--- config.mk ---
export PLATFORM = sky130hd
export DESIGN_NAME = pcfa_front
export DESIGN_NICKNAME = d
export VERILOG_FILES = /design/src/rtl/pcfa_pkg.sv /design/src/rtl/pcfa_front.sv
export SDC_FILE = /design/constraint.sdc
export NUM_CORES = 1
export LEC_CHECK = 0
export ABC_AREA = 1
export BUFFER_PORTS_ARGS = -buffer_cell sky130_fd_sc_hd__buf_2
export CELL_PAD_IN_SITES_DETAIL_PLACEMENT = 1
export CELL_PAD_IN_SITES_GLOBAL_PLACEMENT = 2
export CORE_MARGIN = 2
export CORE_UTILIZATION = 35
export DETAILED_ROUTE_END_ITERATION = 6
export HOLD_SLACK_MARGIN = 0.1
export PLACE_DENSITY = 0.91
export REMOVE_ABC_BUFFERS = 1
export SLEW_MARGIN = 10
export SYNTH_ARGS = -nofsm -noshare
export SYNTH_HDL_FRONTEND = slang
export SYNTH_SLANG_ARGS = --single-unit
--- constraint.sdc ---
create_clock -name clk -period 5.8 [get_ports clk]
set_input_delay 1.16 -clock clk [delete_from_list [all_inputs] [get_ports clk]]
set_output_delay 1.16 -clock clk [all_outputs]
set_load 0.05 [all_outputs]
--- src/rtl/pcfa_pkg.sv ---
// ----------------------------------------------------------------------------
// pcfa_pkg
// Shared types and constants for the pitch-class chord fit analyzer.
// ----------------------------------------------------------------------------
`timescale 1ns / 1ps
`default_nettype none
package pcfa_pkg;

    localparam int PITCH_CLASSES = 12;

    typedef enum logic [1:0] {
        CMD_NOTE   = 2'd0,
        CMD_SCORE  = 2'd1,
        CMD_REPORT = 2'd2,
        CMD_CLEAR  = 2'd3
    } cmd_t;

    localparam logic [1:0] CFG_WSTART = 2'd0;
    localparam logic [1:0] CFG_WEND   = 2'd1;
    localparam logic [1:0] CFG_STEPS  = 2'd2;

    typedef struct packed {
        logic [1:0]  command;
        logic [23:0] note_start;
        logic [23:0] note_length;
        logic [6:0]  note_key;
        logic [11:0] chord_mask;
        logic [11:0] scale_mask;
        logic [11:0] context_id;
    } in_item_t;

    typedef struct packed {
        logic [3:0]  bin_index;
        logic [11:0] best_context;
        logic [39:0] best_error;
        logic        found;
        logic        last;
    } out_item_t;

    // classified command passed from front to back
    typedef struct packed {
        cmd_t        cmd;
        logic [24:0] ns;
        logic [24:0] ne;
        logic [3:0]  pc;
        logic [11:0] chord_mask;
        logic [11:0] scale_mask;
        logic [11:0] context_id;
    } job_t;

endpackage
`default_nettype wire

--- src/rtl/pcfa_front.sv ---
// ----------------------------------------------------------------------------
// pcfa_front
// Accepts input beats, derives pitch class and note end, and holds a
// two-entry queue of decoded jobs toward the back end.
// ----------------------------------------------------------------------------
`timescale 1ns / 1ps
`default_nettype none
module pcfa_front
    import pcfa_pkg::*;
(
    input  wire logic     clk,
    input  wire logic     rst_n,
    input  wire in_item_t in_data,
    input  wire logic     in_valid,
    output logic          in_stall,
    output job_t          job,
    output logic          job_valid,
    input  wire logic     job_take
);

    job_t       q_reg [2];
    logic       rd_reg, wr_reg;
    logic [1:0] cnt_reg;
    logic       push, pop;
    job_t       dec;
    logic [6:0] key_mod;

    // pitch class by repeated subtract, key below 128
    always_comb
    begin
        key_mod = in_data.note_key;
        for (int k = 0; k < 4; k++)
        begin
            if (key_mod >= 7'd48)
                key_mod = key_mod - 7'd48;
        end
        if (key_mod >= 7'd24)
            key_mod = key_mod - 7'd24;
        if (key_mod >= 7'd12)
            key_mod = key_mod - 7'd12;
        dec.cmd        = cmd_t'(in_data.command);
        dec.ns         = {1'b0, in_data.note_start};
        dec.ne         = {1'b0, in_data.note_start} + {1'b0, in_data.note_length};
        dec.pc         = key_mod[3:0];
        dec.chord_mask = in_data.chord_mask;
        dec.scale_mask = in_data.scale_mask;
        dec.context_id = in_data.context_id;
    end

    assign in_stall  = (cnt_reg == 2'd2);
    assign push      = in_valid && !in_stall;
    assign job_valid = (cnt_reg != 2'd0);
    assign pop       = job_valid && job_take;
    assign job       = q_reg[rd_reg];

    // queue storage
    always_ff @(posedge clk)
    begin
        if (push)
            q_reg[wr_reg] <= dec;
    end

    // queue pointers
    always_ff @(posedge clk or negedge rst_n)
    begin
        if (!rst_n)
        begin
            rd_reg  <= 1'b0;
            wr_reg  <= 1'b0;
            cnt_reg <= 2'd0;
        end
        else
        begin
            if (push)
                wr_reg <= ~wr_reg;
            if (pop)
                rd_reg <= ~rd_reg;
            cnt_reg <= cnt_reg + {1'b0, push} - {1'b0, pop};
        end
    end

endmodule
`default_nettype wire

# Word-level counts from Yosys, hierarchy flattened
# Memory sizes are Yosys's and may differ from the RTL's.
# Cells that the tools add are included.
# op_classes
n_addsub	9
magnitude_cmp	6
eq_ne	1
mux	8
n_bitwise	2
n_reduce_logical	4
# op_table
cell	count
$mux 7	5
$ge 7x6->1 const B	4
$sub 7x6->7 const B	4
$add 24x24->25	1
$ge 7x4->1 const B	1
$ge 7x5->1 const B	1
$sub 7x5->7 const B	1
$mux 4	1
$sub 4x4->4 const B	1
$add 2x1->2	1
$eq 2x2->1 const B	1
$logic_and 1x1->1	2
$mux 1	2
$not 1->1	2
$reduce_bool 2->1	1
$sub 2x1->2	1
$logic_not 1->1	1
# word_totals
reg_bits	4
mem_bits_rw	182
out_inout_bits	94
wordCells	34
mem_count	1
# mem_list
name	words	word_bits	read_ports	rd_ports_with_merged_regs	write_ports	line	text
q_reg	2	91	1	0	1	pcfa_front.sv:21	job_t q_reg [2];

# Depth between registers and ports, before layout
# logic_depth
ltp_word	12
mapped_depth	37
ltp_nobuf	37

# Worst setup path before layout
# OpenSTA, ideal clock, no wires.
# synth_path
path_kind	input-to-reg
start	in in_valid
end	mem q_reg[0][0] (netlist name), enable pin
setup_ps	542
t_arrival_ps	5157
required_time_ps	5258
slack_ps	102
cell_stages	2
cell_sequence	o21ai_0 nor2_1
# synth_via
elab_chain_len	3
# synth_lines
element	line	text
from (decl)	pcfa_front.sv:14	input wire logic in_valid,
$logic_and 1x1->1	pcfa_front.sv:51	assign push = in_valid && !in_stall;
$mux 1	pcfa_front.sv:59	if (push)
$mux 1 (implied by the code)	pcfa_front.sv:60	q_reg[wr_reg] <= dec;
to (decl)	pcfa_front.sv:21	
# No other way between the ends.

==> Flow_metrics.wiki <==
{| class="wikitable"
! Metric !! Value
|-
| Min Tclk post-route || 4720 ps
|-
| Sequential power share || 33.1%
|-
| FF-to-FF Start || cnt_reg[1]$_DFF_PN0_
|-
| Total Power Consumption || 5900 uW
|-
| Violation count after the first detailed-route iteration || 298
|-
| Number of distinct standard cells referenced by the synthesized netlist || 34
|-
| Placeable core region || 23500 sq um
|-
| Pins Over Slew Limit || 0
|-
| Clk buf depth || 2
|-
| Worst path required time || 5970 ps
|-
| Worst IR Drop VDD || 0.224 mV
|-
| Combinational Power Share || 47.0%
|-
| Global route total overflow || 0
|-
| Part of the Yosys area used for sequential elements || 66.2%
|-
| Net Sw Power || 2870 uW
|-
| ANT nets after route || 0
|-
| Cell Rows || 56
|-
| Flip-flop count of the largest register after layout || 182
|-
| DRC violations left || 0
|-
| Estimated wirelength of the detail-placed design || 14300 um
|-
| Cell area after synthesis || 8400 sq um
|-
| Wirelength, routed || 20500 um
|-
| Die width || 159 um
|-
| Max frequency || 212 MHz
|-
| Biggest fanout along the worst timing path || 6
|-
| Leading post-synthesis cells by cell area || edfxtp_1, nand2_1, ha_1, inv_1, a21oi_1
|-
| Routed wire length per instance || 16.1 um
|-
| Total I/O pin count || 191
|-
| Data arrival, critical path || 4890 ps
|-
| Proportion of layout cells with a drive suffix above 1 || 28.0%
|-
| DP Cell Count || 1240
|-
| Area delta synth->final || 23.4%
|-
| Power Density || 569 nW/um^2
|-
| RSZ-0062 raised after global routing || no
|-
| Most area-hungry cell type in the Yosys netlist || edfxtp_1
|-
| Most common cell in the synthesized netlist || nand2_1
|-
| Count of buffers added by post-CTS timing repair for setup || 0
|-
| Flip-flop and latch count after synthesis || 186
|-
| Yosys Warn Count || 0
|-
| Cell class contributing the biggest share of worst-path delay || simple AND/OR/NAND/NOR gates
|-
| Yosys top cell area share || 65.1%
|-
| Starting density of the core || 35.7%
|-
| Most instantiated flip-flop cell in the synthesis netlist || edfxtp_1
|-
| Hold Vio Cnt, Final || 0
|-
| Worst Tran Pin Value || 1050 ps
|-
| Fraction of registers with async set/reset || 2.15%
|-
| Result of the run || complete, no violations
|-
| Worst clock skew || 16.1 ps
|-
| Clock Sink Count || 186
|-
| Maximum number of pins on one net before global-route repair || 92
|-
| Global-route wire length before repair || 32300 um
|-
| Worst-case headroom to the max-slew limit || 30.0%
|-
| TritonCTS clock tree || done
|-
| Most common cell on crit path || nand2_1
|-
| Depth of the worst register-to-register path || 4
|-
| Setup TNS || 0 ps
|-
| Die area || 25300 sq um
|-
| Static Leak || 0.00458 uW
|-
| Overall fraction of global-route tracks in use || 16.3%
|-
| Number of input and output port buffers inserted || 189
|-
| Clock latency reported for the late side of the worst-skew pair || 430 ps
|-
| Design internal power || 3030 uW
|-
| Top cell types by occurrence after synthesis || nand2_1, edfxtp_1, inv_1
|-
| Number of enable-type register cells in the synthesized netlist || 182
|-
| Mean number of vias per cell || 4.64
|-
| Number of max-cap violations || 0
|-
| Sw frac || 48.7%
|-
| Antenna violations before repair || 3
|-
| CTS Buf Count || 17
|-
| Buffering stage count on the worst path with inverters included || 8
|-
| DR vias || 5922
|-
| Clock share of power || 19.9%
|-
| Biggest cell delay along the critical path || 250 ps
|-
| CTS Root Buffer Type || clkbuf_16
|-
| Number of cells upsized or downsized after cts || 0
|-
| Vias in the first global route || 6235
|-
| R2R Path End || q_reg[0][66]$_DFFE_PP_
|-
| Number of cells in the finished layout apart from fillers || 1275
|-
| Setup Viol. Count Final || 0
|-
| Average size of a mapped cell || 11.2 sq um
|-
| CP Capture Type || flop
|-
| H-Tree Depth || 4
|-
| Count of TritonRoute iterations in the first routing pass || 4
|-
| Startpoint type of the worst setup path || input port
|-
| Register-to-register path setup slack || 3390 ps
|-
| Number of buffers added to fix hold violations after cts || 0
|-
| Final cycle utilization of the critical path || 81.4%
|-
| Clk slew on worst S/H paths || 80 ps
|-
| Type of the tightest min-delay check || input port to asynchronous set/reset pin
|-
| Weighted congestion at the end of routability-driven global placement || 0.781
|-
| Post-layout utilization of the core || 44.0%
|-
| Category of the critical setup timing path || input port to flop
|-
| Cell count after synthesis || 749
|-
| Fill cell instance count of the final layout || 2688
|-
| Fin nets || 1069
|-
| Slowest cell on the critical path || ha_1
|-
| DIE HEIGHT || 159 um
|}
## how the worst max path moves through the flow
stage	startpoint	end	slack [ps]	cells past startpoint
6_report	in_data[40]	q_reg[1][39]$_DFFE_PP_	1080	37
5_1_grt	in_data[40]	q_reg[0][38]$_DFFE_PP_	700	36
4_1_cts	in_data[40]	q_reg[1][39]$_DFFE_PP_	1060	37
3_5_place_dp	in_data[40]	q_reg[1][39]$_DFFE_PP_	610	37
3_3_place_gp	in_data[40]	q_reg[0][39]$_DFFE_PP_	830	37
2_1_floorplan	in_valid	q_reg[0][0]$_DFFE_PP_	100	2
## per-layer routing
metal	vias up	share of wire, %	track usage, %
li1	2904	-	-
met1	2865	44	20.3
met2	133	51	28.6
met3	20	3.8	2.90
met4	0	1.6	5.74
met5	-	0	0
## power by group through the flow
stage          combinational [uW]  sequential [uW]  clock [uW]
2_1_floorplan                2020             2060           0
3_3_place_gp                 2760             1960           0
3_5_place_dp                 2820             1990           0
4_1_cts                      2820             1960        1210
5_1_grt                      2980             1980        1260
6_report                     2770             1950        1180
## through the flow
stage                     setup slack (ps)  hold slack (ps)  area (sq um)
after global routing                   696              506         10400
after global placement                 827              532          9740
after floorplan                        102              509          8320
after detailed placement               612              567          9740
after CTS                             1060              504         10400
final                                 1080              521         10400
## worst register-to-register path: stages (launching register included)
cell,delay (ps)
dfrtp_1,380
inv_1,100
o21ai_0,290
nor2_4,820
buf_12,400
## layout make-up
type                       count  area (sq um)  area share (%)
antenna                        3          7.51          0.0724
clock buffer                  17           425            4.10
clock inverter                15           193            1.86
inverter                      42           160            1.55
multi-input combinational    500          2610            25.2
sequential                   186          5570            53.7
tap                          319           399            3.85
timing repair buffer         193          1000            9.66
## layout by cell type (no fill, tap or decap), types with 4 or more instances in the layout
cell type	count
a21oi_1	26
nor2_1	10
buf_2	189
nand3_2	5
clkbuf_16	17
nand2_1	322
ha_1	31
clkinv_8	6
nand2_2	12
o21ai_0	15
inv_1	37
xor2_1	14
nand2_4	6
edfxtp_1	182
nand3_1	14
nand4_1	4
inv_6	4
nor2_2	5
xnor2_1	13
## logic make-up (layout without fill, tap and decap cells)
group	count (synthesis)	after routing	share of synthesized area, %
buf+inv	63	267	2.87
other cells	1	4	0.0446
fa+ha+maj	32	32	4.86
compound gates	52	52	3.54
simple gates	388	388	19.6
xor+xnor	27	27	2.82
flops	186	186	66.2
(Power assumes the default switching activity.)
